## src/mhpq_ram.sv

```systemverilog
// Generic simple dual-port RAM with a registered read.
`timescale 1ns / 1ps

module mhpq_ram #(
    parameter int WIDTH = 32,
    parameter int DEPTH = 128
) (
    input  logic                     clk,
    input  logic                     we,
    input  logic [$clog2(DEPTH)-1:0] waddr,
    input  logic [WIDTH-1:0]         wdata,
    input  logic [$clog2(DEPTH)-1:0] raddr,
    output logic [WIDTH-1:0]         rdata
);

    logic [WIDTH-1:0] mem [DEPTH];

    // One write port and one registered read port.
    always_ff @(posedge clk)
    begin
        if (we)
        begin
            mem[waddr] <= wdata;
        end
        rdata <= mem[raddr];
    end

endmodule

```

## config.mk

```make
export PLATFORM = sky130hd
export DESIGN_NAME = mhpq_ram
export DESIGN_NICKNAME = d
export VERILOG_FILES = /design/src/mhpq_ram.sv
export SDC_FILE = /design/constraint.sdc
export NUM_CORES = 2
export LEC_CHECK = 0
export ABC_CLOCK_PERIOD_IN_PS = 3400
export BUFFER_PORTS_ARGS = -buffer_cell sky130_fd_sc_hd__buf_2
export CAP_MARGIN = 20
export CORE_AREA = 2 2 593 595
export DETAILED_ROUTE_END_ITERATION = 12
export DIE_AREA = 0 0 595 597
export SETUP_SLACK_MARGIN = 0.15
export SLEW_MARGIN = 20
export SYNTH_ARGS = -nofsm -noshare
export SYNTH_HDL_FRONTEND = slang
export SYNTH_SLANG_ARGS = --single-unit
```

## constraint.sdc

```tcl
create_clock -name clk -period 3.4 [get_ports clk]
set_input_delay 0.17 -clock clk [delete_from_list [all_inputs] [get_ports clk]]
set_output_delay 0.17 -clock clk [all_outputs]
set_load 0.005 [all_outputs]
```

## Word-level counts from Yosys, hierarchy flattened

Memory sizes are Yosys's and may differ from the RTL's. A register that Yosys moved wholly into a read port is not among the register bits.
Cells that the tools add are included.

- Memory bits (writable): 4096
- Latch bits: 0
- Output and inout port bits: 32
- Bits of input ports: 48
- ROM bits: 0
- Register bits after elaboration: 0
- Word-level logic and storage cells: 3
- Memories: 1

Memories:

| name | words | width | rd ports | clocked after Yosys merged registers in | write ports | line | text |
|---|---|---|---|---|---|---|---|
| mem | 128 | 32 | 1 | 1 | 1 | 16 | `logic [WIDTH-1:0] mem [DEPTH];` |

- Divide/modulo/power cells: 0
- Muxes and demuxes: 2
- Add/subtract/negate cells: 0
- Multiply operators: 0
- Equality and inequality tests: 0
- Shift operators: 0
- Reductions and logical operators: 0
- Bitwise gates (word level): 0
- Order comparisons: 0

Operator list:

| kind | count |
|---|---|
| $mux W1 | 2 |

## Longest topological paths before layout

- Depth in word-level cells: 2
- Mapped depth: 8
- Gate-level depth less buffers: 4

## Worst setup path before layout

Ideal clock, no wire load.

- Path type: input -> register
- Start point: in we
- End point: mem mem[98][0] (enable)
- Path buffers: 1
- Stages on the path: 3
- Setup slack: -9 ps
- Arrival: 2948 ps
- Setup time: 461 ps
- Data required time: 2939 ps
- Path through: clkbuf_1 -> nand4_1 -> nor3_1

- Word-level cells in the longest chain between the ends: 2

RTL lines:

| element | line | text |
|---|---|---|
| from (decl) | 9 | `input logic we,` |
| $mux W1 | 21 | `if (we)` |
| $mux W1 (implied by the code) | 23 | `mem[waddr] <= wdata;` |
| to (decl) | 16 |  |

Every way passes these cells.

==> impl_metrics.ini <==
[global_routing]
first_global_vias = 72100
grt_antenna_before_repair = 62
grtUsageTotal = 0.243
grt_max_degree = 129
grt_pass1_wl_um = 594000
grt-ovfl-total = 0

[setup_path]
cp_top_family = multiplexers
critPathKind = flop to flop
critPathBufInv = 1
slowest_delay_ns = 0.71
worstSetupEndpointType = flop
cpMaxStageDelayCell = mux4_2
worst_setup_path_start_kind = flop
crit_path_cell_trace = mux4_2 > mux4_2 > mux4_2 > mux2_2 > dlygate4sd3_1
arrival_ns = 4.03
cp.required_ns = 4.26
crit_fanout = 6
critPathMostFrequentCell = mux4_2

[sta]
rsz0062_at_grt = no
min_period_ns = 3.17
period_share = 0.933
worst_slew_pin_slew_ns = 1.08
fin_worst_skew_ns = 0.0509
slew-limit-headroom = 0.278
hold_viol = 0
fmax_mhz = 315
layout_setup_ws_ns = 0.229
setup_viol_count_final = 0
fin_hold_ws_ns = 0.0743
maxSlewViolCount = 0

[floorplan]
dieWidth_um = 595
fp.dieArea_um2 = 355000
coreArea_um2 = 349000
start_util = 0.448
die_y_um = 597
ios = 80
rows = 217

[pwr]
p_int_mw = 84.7
clock_power_share = 0.422
combPwrFrac = 0.054
power.share.switching = 0.215
seq_power_share = 0.524
switchingPower_mw = 23.1
powerDensity_nw_per_um2 = 593
irDropWorstVdd_v = 0.000404
p_leak_nw = 55.9

[route]
wl_per_cell_um = 37.0
wl_um = 432000
routed-via-count = 72400
drc = 0
final_antenna_net_count = 0
vias_per_cell = 6.20
drtIter0Drc = 10800
drtPass1Iterations = 7

[yosys]
synth_edf_count = 4096
synth_top_area_frac = 0.787
synth_flop_cell = edfxtp_1
ys_ff_latch = 4128
syn_inst = 5990
avgSynthCellArea_um2 = 26.1
ys_types = 17
synth_area_um2 = 156000
ys_async_sr_fraction = 0
synth_area_leaders = edfxtp_1 (79%), mux4_2 (19%), clkbuf_1 (0.44%)
synth_most_common_cell = edfxtp_1
yosys-top-cells-count = edfxtp_1 (4096), mux4_2 (1344), clkbuf_1 (182)
ys_seq_area_frac = 0.791
synth_largest_area_cell = edfxtp_1
syn_nets = 6038
ys_warn_count = 0

[placement]
gp_congestion = 0.832
io_buffers = 79
placed_cells = 10800
hpwl_um = 249000
pre_cts_ws_ns = -0.0963

[cells_and_area]
final_core_util = 0.521
final_nets = 6687
drive_gt1_frac = 0.375
area_delta_synth_final_pct = 16.3
fillers = 26300
instances_no_fill = 11700

[clock_network]
cts_buffers = 406
cts_tree = yes
clock_latency_ns = 0.98
cts_resized = 0
cts_max_level = 5
cts.sinks = 4128
ctsLongestPathBuffers = 4
clk_root_buffer_cell = clkbuf_16
cts.clk_slew.worst_paths_ns = 0.06
cts_setup_buffers = 0

[run_status]
run_status = complete, no violations

[job]
drv_cap = 0

[hold_path]
hp-class = input port to flop
[cells by family (layout without fill, tap and decap cells)]
| group | count (synthesis) | count (layout) | share of synthesized area |
|---|---|---|---|
| simple gates | 170 | 170 | 0.00446 |
| other cells | 0 | 86 | 0 |
| mux | 1376 | 1376 | 0.196 |
| buf+inv | 316 | 1314 | 0.00839 |
| flops | 4128 | 4128 | 0.791 |
[worst paths after layout]
check | end | cells after the start | slack, ns | startpoint
worst min register to register | rdata[25]$_DFF_P_ | 4 | 1.13 | mem[126][25]$_DFFE_PP_
worst max register to register | rdata[1]$_DFF_P_ | 5 | 0.23 | mem[31][1]$_DFFE_PP_
worst max-delay path | rdata[1]$_DFF_P_ | 5 | 0.23 | mem[31][1]$_DFFE_PP_
worst min-delay path | rdata[31]$_DFF_P_ | 3 | 0.07 | raddr[3]
[flip-flops by register name (all words and copies together), names as in the netlist]
signal  flops
mem      4096
rdata      32
[power by group through the flow]
| stage | clock network, mW | registers, mW | logic [mW] |
|---|---|---|---|
| 3_3_place_gp | 0 | 57.6 | 5.68 |
| 2_1_floorplan | 0 | 57.3 | 2.71 |
| 5_1_grt | 48.1 | 56.5 | 6.01 |
| 4_1_cts | 46.1 | 56.6 | 5.82 |
| 3_5_place_dp | 0 | 57.6 | 5.75 |
| 6_report | 45.5 | 56.6 | 5.80 |
[stage by stage]
stage	setup TNS (ns)	cell area [um2]	total power, mW
floorplan	-0.552	156000	60.1
global route	0	182000	111
global placement	-0.387	167000	63.3
detailed placement	-0.386	167000	63.4
finish	0	182000	108
CTS	0	182000	109
[worst reg2reg max path: cells and delay by family (launching register included)]
family / cells / cell delay, ns
buffers and inverters: 1 / 0.57
flip-flops: 1 / 0.36
multiplexers: 4 / 2.12
[layout make-up]
type / count / area (um2) / area share
Timing Repair Buffer: 557 / 6270 / 0.0345
Tap cell: 4599 / 5750 / 0.0317
Antenna cell: 86 / 215 / 0.00118
Multi-Input combinational cell: 1546 / 32300 / 0.178
Clock inverter: 239 / 2640 / 0.0145
Clock buffer: 518 / 10900 / 0.0601
Sequential cell: 4128 / 124000 / 0.680
[routing by layer]
layer	up-vias	track usage	share of wire
met5	-	0	0.00018
met4	12	0.0668	0.025
met3	509	0.0396	0.086
met2	3636	0.392	0.49
met1	40400	0.347	0.40
li1	27900	-	-
[timing repair]
action / CTS / global route
hold buffers: 47 / 0
setup endpoints to repair: 0 / 0
hold endpoints to repair: 2148 / 0
[layout by cell type (no fill, tap or decap)]
| master | instances |
|---|---|
| buf_12 | 160 |
| mux4_2 | 1344 |
| clkbuf_8 | 28 |
| clkinv_1 | 74 |
| nor2b_1 | 7 |
| nand3_2 | 4 |
| inv_16 | 3 |
| bufinv_16 | 44 |
| nand3_1 | 8 |
| nor3_4 | 6 |
| inv_6 | 6 |
| nand4_1 | 3 |
| clkinv_8 | 7 |
| nand2_2 | 3 |
| nor3_2 | 3 |
| nor2_4 | 119 |
| clkbuf_1 | 81 |
| nand2b_1 | 2 |
| nor2_1 | 3 |
| clkinv_2 | 75 |
| edfxtp_1 | 4096 |
| nand2_1 | 11 |
| dlygate4sd3_1 | 47 |
| diode_2 | 86 |
| clkinv_16 | 9 |
| mux2_2 | 32 |
| buf_4 | 298 |
| buf_8 | 3 |
| dfxtp_1 | 32 |
| buf_2 | 40 |
| or3_1 | 1 |
| buf_16 | 1 |
| clkinv_4 | 7 |
| clkinvlp_4 | 14 |
| buf_6 | 8 |
| clkbuf_16 | 409 |
Note: power is estimated with default switching activity, not from simulation.
