<file path="config.mk">
export PLATFORM = sky130hd
export DESIGN_NAME = mhpq_ctrl
export DESIGN_NICKNAME = d
export VERILOG_FILES = /design/src/mhpq_pkg.sv /design/src/mhpq_cmp.sv /design/src/mhpq_ctrl.sv
export SDC_FILE = /design/constraint.sdc
export NUM_CORES = 1
export LEC_CHECK = 0
export BUFFER_PORTS_ARGS = -buffer_cell sky130_fd_sc_hd__buf_2
export CORE_UTILIZATION = 60
export CTS_CLUSTER_DIAMETER = 80
export DETAILED_ROUTE_END_ITERATION = 8
export PLACE_DENSITY_LB_ADDON = 0.08
export SYNTH_ARGS = -nofsm -noshare
export SYNTH_HDL_FRONTEND = slang
export SYNTH_SLANG_ARGS = --single-unit
</file>
<file path="constraint.sdc">
create_clock -name clk -period 10.1 [get_ports clk]
set_input_delay 1.01 -clock clk [delete_from_list [all_inputs] [get_ports clk]]
set_output_delay 1.01 -clock clk [all_outputs]
set_load 0.1 [all_outputs]
</file>
<file path="src/mhpq_pkg.sv">
// Shared constants, types and codes of the min-heap priority queue.
`timescale 1ns / 1ps

package mhpq_pkg;

    // Heap depth and derived widths.
    localparam int CAPACITY    = 128;
    localparam int ADDR_W      = $clog2(CAPACITY);
    localparam int CNT_W       = $clog2(CAPACITY + 1);
    localparam int IDX_W       = ADDR_W + 2;
    localparam int KEY_W       = 32;
    localparam int STATUS_W    = 2;
    localparam int COUNT_OUT_W = 8;
    localparam int OUT_W       = STATUS_W + KEY_W + COUNT_OUT_W;
    localparam int OUT_TDATA_W = ((OUT_W + 7) / 8) * 8;

    // Bit positions of the result fields in the output tdata.
    localparam int OUT_STATUS_LSB  = 0;
    localparam int OUT_REMOVED_LSB = STATUS_W;
    localparam int OUT_COUNT_LSB   = STATUS_W + KEY_W;

    typedef logic signed [KEY_W-1:0] key_t;
    typedef logic [ADDR_W-1:0]       addr_t;
    typedef logic [CNT_W-1:0]        cnt_t;
    typedef logic [IDX_W-1:0]        idx_t;

    // Operation codes carried in the input tuser.
    typedef enum logic {
        OP_INSERT = 1'b0,
        OP_DELETE = 1'b1
    } op_t;

    // Result status codes.
    typedef enum logic [STATUS_W-1:0] {
        STAT_OK    = 2'd0,
        STAT_FULL  = 2'd1,
        STAT_EMPTY = 2'd2
    } status_t;

    // One finished result on its way to the output register.
    typedef struct packed {
        status_t                status;
        key_t                   removed_key;
        logic [COUNT_OUT_W-1:0] count_after;
    } result_t;

    // Request from the sequencer to the key memory.
    typedef struct packed {
        logic  we;
        addr_t waddr;
        key_t  wdata;
        addr_t raddr;
    } ram_req_t;

endpackage

</file>
<file path="src/mhpq_cmp.sv">
// Shared signed key comparator used by both sift directions.
`timescale 1ns / 1ps

module mhpq_cmp
    import mhpq_pkg::*;
(
    input  key_t a,
    input  key_t b,
    output logic lt
);

    // Signed two's complement less-than.
    assign lt = (a < b);

endmodule

</file>
<file path="src/mhpq_ctrl.sv">
// Sequencer that walks the heap one level at a time around a shared comparator.
`timescale 1ns / 1ps

module mhpq_ctrl
    import mhpq_pkg::*;
(
    input  logic     clk,
    input  logic     rst_n,
    input  logic     in_valid,
    input  op_t      in_op,
    input  key_t     in_key,
    output logic     in_ready,
    input  logic     out_free,
    output logic     res_valid,
    output result_t  res,
    output ram_req_t ram_req,
    input  key_t     ram_rdata
);

    typedef enum logic [8:0] {
        ST_IDLE     = 9'b000000001,
        ST_UP_CHECK = 9'b000000010,
        ST_UP_CMP   = 9'b000000100,
        ST_DEL_ROOT = 9'b000001000,
        ST_DEL_LAST = 9'b000010000,
        ST_DN_CHECK = 9'b000100000,
        ST_DN_LEFT  = 9'b001000000,
        ST_DN_RIGHT = 9'b010000000,
        ST_DONE     = 9'b100000000
    } state_t;

    state_t  state_reg, state_next;
    addr_t   pos_reg, pos_next;
    key_t    key_reg, key_next;
    key_t    best_key_reg, best_key_next;
    logic    best_left_reg, best_left_next;
    cnt_t    cnt_reg, cnt_next;
    status_t status_reg, status_next;
    key_t    removed_reg, removed_next;

    key_t  cmp_a;
    key_t  cmp_b;
    logic  cmp_lt;
    addr_t parent_addr;
    idx_t  left_idx;
    idx_t  right_idx;
    idx_t  cnt_idx;

    // Index arithmetic around the current hole position.
    assign parent_addr = addr_t'((pos_reg - addr_t'(1)) >> 1);
    assign left_idx    = idx_t'({pos_reg, 1'b1});
    assign right_idx   = left_idx + idx_t'(1);
    assign cnt_idx     = idx_t'(cnt_reg);

    // Operand selection for the shared comparator.
    always_comb
    begin
        if (state_reg == ST_UP_CMP)
        begin
            cmp_a = key_reg;
            cmp_b = ram_rdata;
        end
        else if (state_reg == ST_DN_LEFT)
        begin
            cmp_a = ram_rdata;
            cmp_b = key_reg;
        end
        else
        begin
            cmp_a = ram_rdata;
            cmp_b = best_key_reg;
        end
    end

    mhpq_cmp u_cmp (
        .a  (cmp_a),
        .b  (cmp_b),
        .lt (cmp_lt)
    );

    // Next-state and datapath control.
    always_comb
    begin
        state_next     = state_reg;
        pos_next       = pos_reg;
        key_next       = key_reg;
        best_key_next  = best_key_reg;
        best_left_next = best_left_reg;
        cnt_next       = cnt_reg;
        status_next    = status_reg;
        removed_next   = removed_reg;
        ram_req        = '0;
        res_valid      = 1'b0;
        in_ready       = 1'b0;

        case (state_reg)
            ST_IDLE:
            begin
                in_ready = 1'b1;
                // The root is read speculatively so a delete finds it next cycle.
                ram_req.raddr = '0;
                if (in_valid)
                begin
                    removed_next = '0;
                    status_next  = STAT_OK;
                    if (in_op == OP_INSERT)
                    begin
                        if (cnt_reg >= cnt_t'(CAPACITY))
                        begin
                            status_next = STAT_FULL;
                            state_next  = ST_DONE;
                        end
                        else
                        begin
                            key_next   = in_key;
                            pos_next   = addr_t'(cnt_reg);
                            cnt_next   = cnt_reg + cnt_t'(1);
                            state_next = ST_UP_CHECK;
                        end
                    end
                    else
                    begin
                        if (cnt_reg == '0)
                        begin
                            status_next = STAT_EMPTY;
                            state_next  = ST_DONE;
                        end
                        else
                        begin
                            state_next = ST_DEL_ROOT;
                        end
                    end
                end
            end

            // Sift up: stop at the root, otherwise fetch the parent.
            ST_UP_CHECK:
            begin
                if (pos_reg == '0)
                begin
                    ram_req.we    = 1'b1;
                    ram_req.waddr = pos_reg;
                    ram_req.wdata = key_reg;
                    state_next    = ST_DONE;
                end
                else
                begin
                    ram_req.raddr = parent_addr;
                    state_next    = ST_UP_CMP;
                end
            end

            // Move the parent down into the hole while it is strictly greater.
            ST_UP_CMP:
            begin
                ram_req.we    = 1'b1;
                ram_req.waddr = pos_reg;
                if (cmp_lt)
                begin
                    ram_req.wdata = ram_rdata;
                    pos_next      = parent_addr;
                    state_next    = ST_UP_CHECK;
                end
                else
                begin
                    ram_req.wdata = key_reg;
                    state_next    = ST_DONE;
                end
            end

            // The root arrives; fetch the last key.
            ST_DEL_ROOT:
            begin
                removed_next  = ram_rdata;
                ram_req.raddr = addr_t'(cnt_reg - cnt_t'(1));
                state_next    = ST_DEL_LAST;
            end

            // The last key becomes the one sifted down from the root.
            ST_DEL_LAST:
            begin
                key_next   = ram_rdata;
                cnt_next   = cnt_reg - cnt_t'(1);
                pos_next   = '0;
                state_next = ST_DN_CHECK;
            end

            // Sift down: stop at a leaf, otherwise fetch the left child.
            ST_DN_CHECK:
            begin
                if (left_idx >= cnt_idx)
                begin
                    ram_req.we    = 1'b1;
                    ram_req.waddr = pos_reg;
                    ram_req.wdata = key_reg;
                    state_next    = ST_DONE;
                end
                else
                begin
                    ram_req.raddr = addr_t'(left_idx);
                    state_next    = ST_DN_LEFT;
                end
            end

            // Left child arrives; keep the smaller of it and the moving key.
            ST_DN_LEFT:
            begin
                if (cmp_lt)
                begin
                    best_key_next  = ram_rdata;
                    best_left_next = 1'b1;
                end
                else
                begin
                    best_key_next  = key_reg;
                    best_left_next = 1'b0;
                end
                ram_req.raddr = addr_t'(right_idx);
                state_next    = ST_DN_RIGHT;
            end

            // Right child arrives; the strictly smallest moves up into the hole.
            ST_DN_RIGHT:
            begin
                ram_req.we    = 1'b1;
                ram_req.waddr = pos_reg;
                if ((right_idx < cnt_idx) && cmp_lt)
                begin
                    ram_req.wdata = ram_rdata;
                    pos_next      = addr_t'(right_idx);
                    state_next    = ST_DN_CHECK;
                end
                else if (best_left_reg)
                begin
                    ram_req.wdata = best_key_reg;
                    pos_next      = addr_t'(left_idx);
                    state_next    = ST_DN_CHECK;
                end
                else
                begin
                    ram_req.wdata = key_reg;
                    state_next    = ST_DONE;
                end
            end

            // Hand the result over once the output register has room.
            ST_DONE:
            begin
                if (out_free)
                begin
                    res_valid  = 1'b1;
                    state_next = ST_IDLE;
                end
            end

            default:
            begin
                state_next = ST_IDLE;
            end
        endcase
    end

    assign res.status      = status_reg;
    assign res.removed_key = removed_reg;
    assign res.count_after = COUNT_OUT_W'(cnt_reg);

    // Control state.
    always_ff @(posedge clk or negedge rst_n)
    begin
        if (!rst_n)
        begin
            state_reg <= ST_IDLE;
            cnt_reg   <= '0;
        end
        else
        begin
            state_reg <= state_next;
            cnt_reg   <= cnt_next;
        end
    end

    // Working registers of the current transaction.
    always_ff @(posedge clk)
    begin
        pos_reg       <= pos_next;
        key_reg       <= key_next;
        best_key_reg  <= best_key_next;
        best_left_reg <= best_left_next;
        status_reg    <= status_next;
        removed_reg   <= removed_next;
    end

endmodule

</file>
**Word level (Yosys, flattened, before mapping)**

Cells that the tools add are included.

- Bits in registers: 123
- Logic and storage cells: 89

- Add/subtract/negate cells: 4
- Muxes and demuxes: 47
- Reductions and logical operators: 11
- $lt $le $gt $ge: 4
- Equal/unequal tests: 15

Operators by type and width:

| cell | count |
|---|---|
| 32-bit 2-to-1 mux | 10 |
| 40-bit case mux with 4 select lines | 1 |
| 32-bit case mux with 2 select lines | 2 |
| 9-bit 2-to-1 mux | 10 |
| 9-bit case mux with 9 select lines | 1 |
| 40-bit 2-to-1 mux | 2 |
| 7-bit case mux with 4 select lines | 2 |
| 7-bit 2-to-1 mux | 7 |
| 32-bit less-than comparator | 1 |
| 8-bit 2-to-1 mux | 3 |
| 8-bit case mux with 2 select lines | 1 |
| 2-bit inequality test, second input constant | 5 |
| 8-bit by 1-bit adder with 9-bit output, second input constant | 1 |
| 9-bit by 1-bit equality test with 1-bit output, second input constant | 1 |
| 9-bit by 2-bit equality test with 1-bit output, second input constant | 1 |
| 9-bit by 3-bit equality test with 1-bit output, second input constant | 1 |
| 9-bit by 4-bit equality test with 1-bit output, second input constant | 1 |
| 9-bit by 5-bit equality test with 1-bit output, second input constant | 1 |
| 9-bit by 6-bit equality test with 1-bit output, second input constant | 1 |
| 9-bit by 7-bit equality test with 1-bit output, second input constant | 1 |
| 9-bit by 8-bit equality test with 1-bit output, second input constant | 1 |
| 9-bit equality test, second input constant | 1 |
| 9-bit by 8-bit less-than comparator with 1-bit output | 1 |
| 8-bit by 1-bit adder with 8-bit output, second input constant | 1 |
| 16 further kinds | 24 |

**Longest topological paths before layout**

- Depth after elaboration: 7
- Depth in mapped cells: 20

**By module**

From an unflattened synthesis, not the netlist that was laid out.

- Cell total of the unflattened synthesis: 1001
- Area, all modules: 9631.7 um^2

Modules (own cells, without submodules):

| module | area an instance (um^2) | times used | cells an instance |
|---|---|---|---|
| mhpq_ctrl | 8842.2 | 1 | 893 |
| mhpq_cmp | 789.5 | 1 | 108 |

**Worst setup path before layout**

OpenSTA, ideal clock, no wires.

- Path type: register -> output
- Start point: register state_reg[7]
- End point: output ram_req[12] in the netlist's numbering
- Data arrival time: 5832 ps
- Required time: 9090 ps
- Cell stages (with the launch flop): 21
- Setup slack: 3258 ps
- Cells stage by stage: dfrtp_1 -> nor3_4 -> nand2_1 -> nor3_1 -> and3b_1 -> clkbuf_1 -> clkbuf_1 -> nand2_1 -> nand3_1 -> o21ai_0 -> ha_1 -> nand4_1 -> nor3_2 -> o2111ai_1 -> a311oi_2 -> or3_1 -> buf_4 -> and3_1 -> clkbuf_1 -> and2_1 -> a221o_1

RTL lines:

| item | RTL line | source |
|---|---|---|
| start: declaration | mhpq_ctrl.sv:32 | `state_t state_reg, state_next;` |
| start signal: assignment | mhpq_ctrl.sv:277 | `state_reg <= state_next;` |
| end: declaration | mhpq_ctrl.sv:16 | `output ram_req_t ram_req,` |

==> impl_metrics.yaml <==
critical_path:
  start_kind: "flop"
  slowest_stage: "and3_1"
  crit_fanout: 43
  slowest_delay_ns: 1.06
  reg2reg_slack_ns: 3.83
  crit_required_ns: 9.09
  crit_chain: "nor3_4 > nand2_1 > nor3_1 > and3b_2 > buf_4 > nand2_1 > nand3_1 > o21ai_0 > ha_1 > nand4_1 > nor3_2 > o2111ai_1 > a311oi_2 > or3_1 > and3_1 > and2_1 > a221o_1 > buf_2"
  cp.arrival_ns: 7.02
  cp-end-kind: "primary output"
  cp_common_cell: "nand2_1"
  critPathKind: "reg -> out"
power_and_ir_drop:
  cellPowerDensity_nw_per_um2: 199
  ir_worst_vdd_mv: 0.151
  p_leak_uw: 0.00448
floorplan:
  rows: 43
  die_h_um: 121
  initial_utilization: 0.616
  die_area_um2: 14700
  fp.coreArea_um2: 13900
  die_w_um: 121
  ioPinCount: 160
timing:
  rsz0062_at_grt: "no"
  fin_crit_ns: 8.03
  hold_viol: 0
  slew-limit-headroom: 0.158
  worst-slew-pin-transition_ns: 1.26
  fmax_ghz: 0.125
  worst_hold_slack_ns: 0.491
  finalCritPeriodShare: 0.795
  slew_viol_final: 0
  fin_tns_setup_ns: 0
  fin_skew_ns: 0.00853
  finalSetupViolCount: 0
yosys:
  synthDistinctLibCells: 67
  syn_avg_cell_area_um2: 9.12
  netlist_instances: 937
  synth_most_common_cell: "nand2_1"
  synthSimpleGateAreaFrac: 0.270
  synth_top_cell_area_share: 0.372
  synthMuxAreaShare: 0.0489
  synthTopCellsByArea: "edfxtp_1 (37%), nand2_1 (12%), ha_1 (7.3%), and2_1 (5.1%), dfrtp_1 (4.7%)"
  synth_common_cells: "nand2_1 (280), edfxtp_1 (106), and2_1 (70)"
  syn_nets: 1056
  async_reset_ff_frac: 0.138
  synth_compound_area_frac: 0.125
  yosys.area_share.adder: 0.0732
  synthFlopType: "edfxtp_1"
  syn_area_um2: 8550
  synth_seq_cells: 123
  synth_edf_count: 106
  yosys.area.top_type: "edfxtp_1"
  synth-seq-area-share: 0.422
  synth-xor-area-share: 0.0266
  yosysWarnings: 0
  synth_top_family_by_area: "simple AND/OR/NAND/NOR gates"
status:
  status: "completed"
placement:
  portBuffers: 159
  dpl_cell_area_um2: 9390
  dp_hpwl_um: 15100
  dp_cells: 1230
  gp_congestion: 0.990
clocking:
  numCtsBuffers: 17
  cts_tree: "built"
  cts_root_buf: "clkbuf_16"
  clkSinkCount: 123
  path_clk_slew_ns: 0.06
  clk_latency_ns: 0.43
  cts_hold_buf: 0
  cts_htree_levels: 4
  cts_resized: 0
  clockBufferDepth: 2
  cts_setup_buffers: 0
route:
  drc: 0
  vias: 7553
  drt.antenna.violating_nets: 0
  drt-pass1-iter-count: 5
  routed_wl_um: 23100
  drt_iter0_drc: 628
  wl_per_cell_um: 18.3
  post_drt_via_cell_ratio: 5.98
global_routing:
  grt_max_degree: 68
  antenna_found_initial: 0
  grt_usage: 0.327
  grt_pass1_wl_um: 36600
  grt_pass1_vias: 6982
  overflow: 0
final_layout:
  finalNetCount: 1188
  stdcell_count: 1262
  final_cell_area_um2: 9940
  drive_gt1_frac: 0.207
  fin_util: 0.716
  num_antenna_cells: 0
  area_growth_pct: 16.3
hold_path:
  hold_path_class: "in -> async"
flow_run:
  max-cap-violations: 0
[power by group]
group          internal [uW]  switching (uW)
Combinational            137             582
Clock                    337             242
Sequential               634            46.3
[metal layers]
layer	vias up	GRT usage	share of wire	wire length, um
met4	0	0.150	0.030	704
met2	288	0.517	0.47	10900
met1	3583	0.437	0.44	10200
li1	3629	-	-	-
met5	-	0	0	0
met3	53	0.0578	0.057	1320
[critical path: cells and delay by family, from the launching register on]
kind            cells  cell delay, ns
fa+ha+maj           1            0.43
simple gates       11            3.92
compound gates      4            0.86
flops               1            0.44
buf+inv             2            0.89
[kinds of logic after synthesis]
logic type | after synthesis
mux | 37
xor+xnor | 26
buf+inv | 68
compound gates | 148
fa+ha+maj | 50
simple gates | 485
flops | 123
[metrics by stage]
| step | setup slack [ns] | total power [uW] |
|---|---|---|
| finish | 2.07 | 1980 |
| global route | 1.68 | 2040 |
| detailed placement | 2.54 | 1410 |
| floorplan | 3.26 | 1260 |
| CTS | 2.08 | 1980 |
| global placement | 2.77 | 1400 |
[cell usage in the layout, fill, tap and decap left out, types with 6 or more instances in the layout]
cell type / netlist / routed
o21ai_0: 47 / 47
nor2_1: 23 / 23
buf_2: 5 / 159
buf_4: 3 / 7
mux2_2: 13 / 13
nand4_1: 10 / 10
inv_1: 14 / 14
nand3b_1: 6 / 6
xnor2_1: 18 / 18
clkbuf_16: 0 / 17
a21oi_1: 20 / 20
mux2_1: 21 / 21
o21a_1: 7 / 7
nor3_1: 11 / 11
and3b_1: 7 / 6
and2_1: 70 / 69
xor2_1: 8 / 8
nand2_1: 280 / 279
nand3_1: 46 / 46
a221o_1: 35 / 35
ha_1: 50 / 50
edfxtp_1: 106 / 106
dfrtp_1: 16 / 16
[layout make-up]
class | count | area (um^2)
clock inverter | 15 | 125
fill | 1121 | 3940
tap | 180 | 225
clock buffer | 17 | 425
timing repair buffer | 166 | 848
sequential | 123 | 3610
inverter | 15 | 56.3
multi-input combinational | 746 | 4650
[path summary, 6_finish.rpt]
path / from / to / depth (start not counted)
min in group clk: key_reg[16] / best_key_reg[16] / 1
hold reg to reg: key_reg[16] / best_key_reg[16] / 1
setup reg to reg: state_reg[7] / best_key_reg[10] / 16
max in group asynchronous: rst_n / state_reg[0] / 1
setup / recovery: state_reg[7] / ram_req[10] / 18
hold / removal: rst_n / cnt_reg[1] / 1
(Power assumes the default switching activity.)
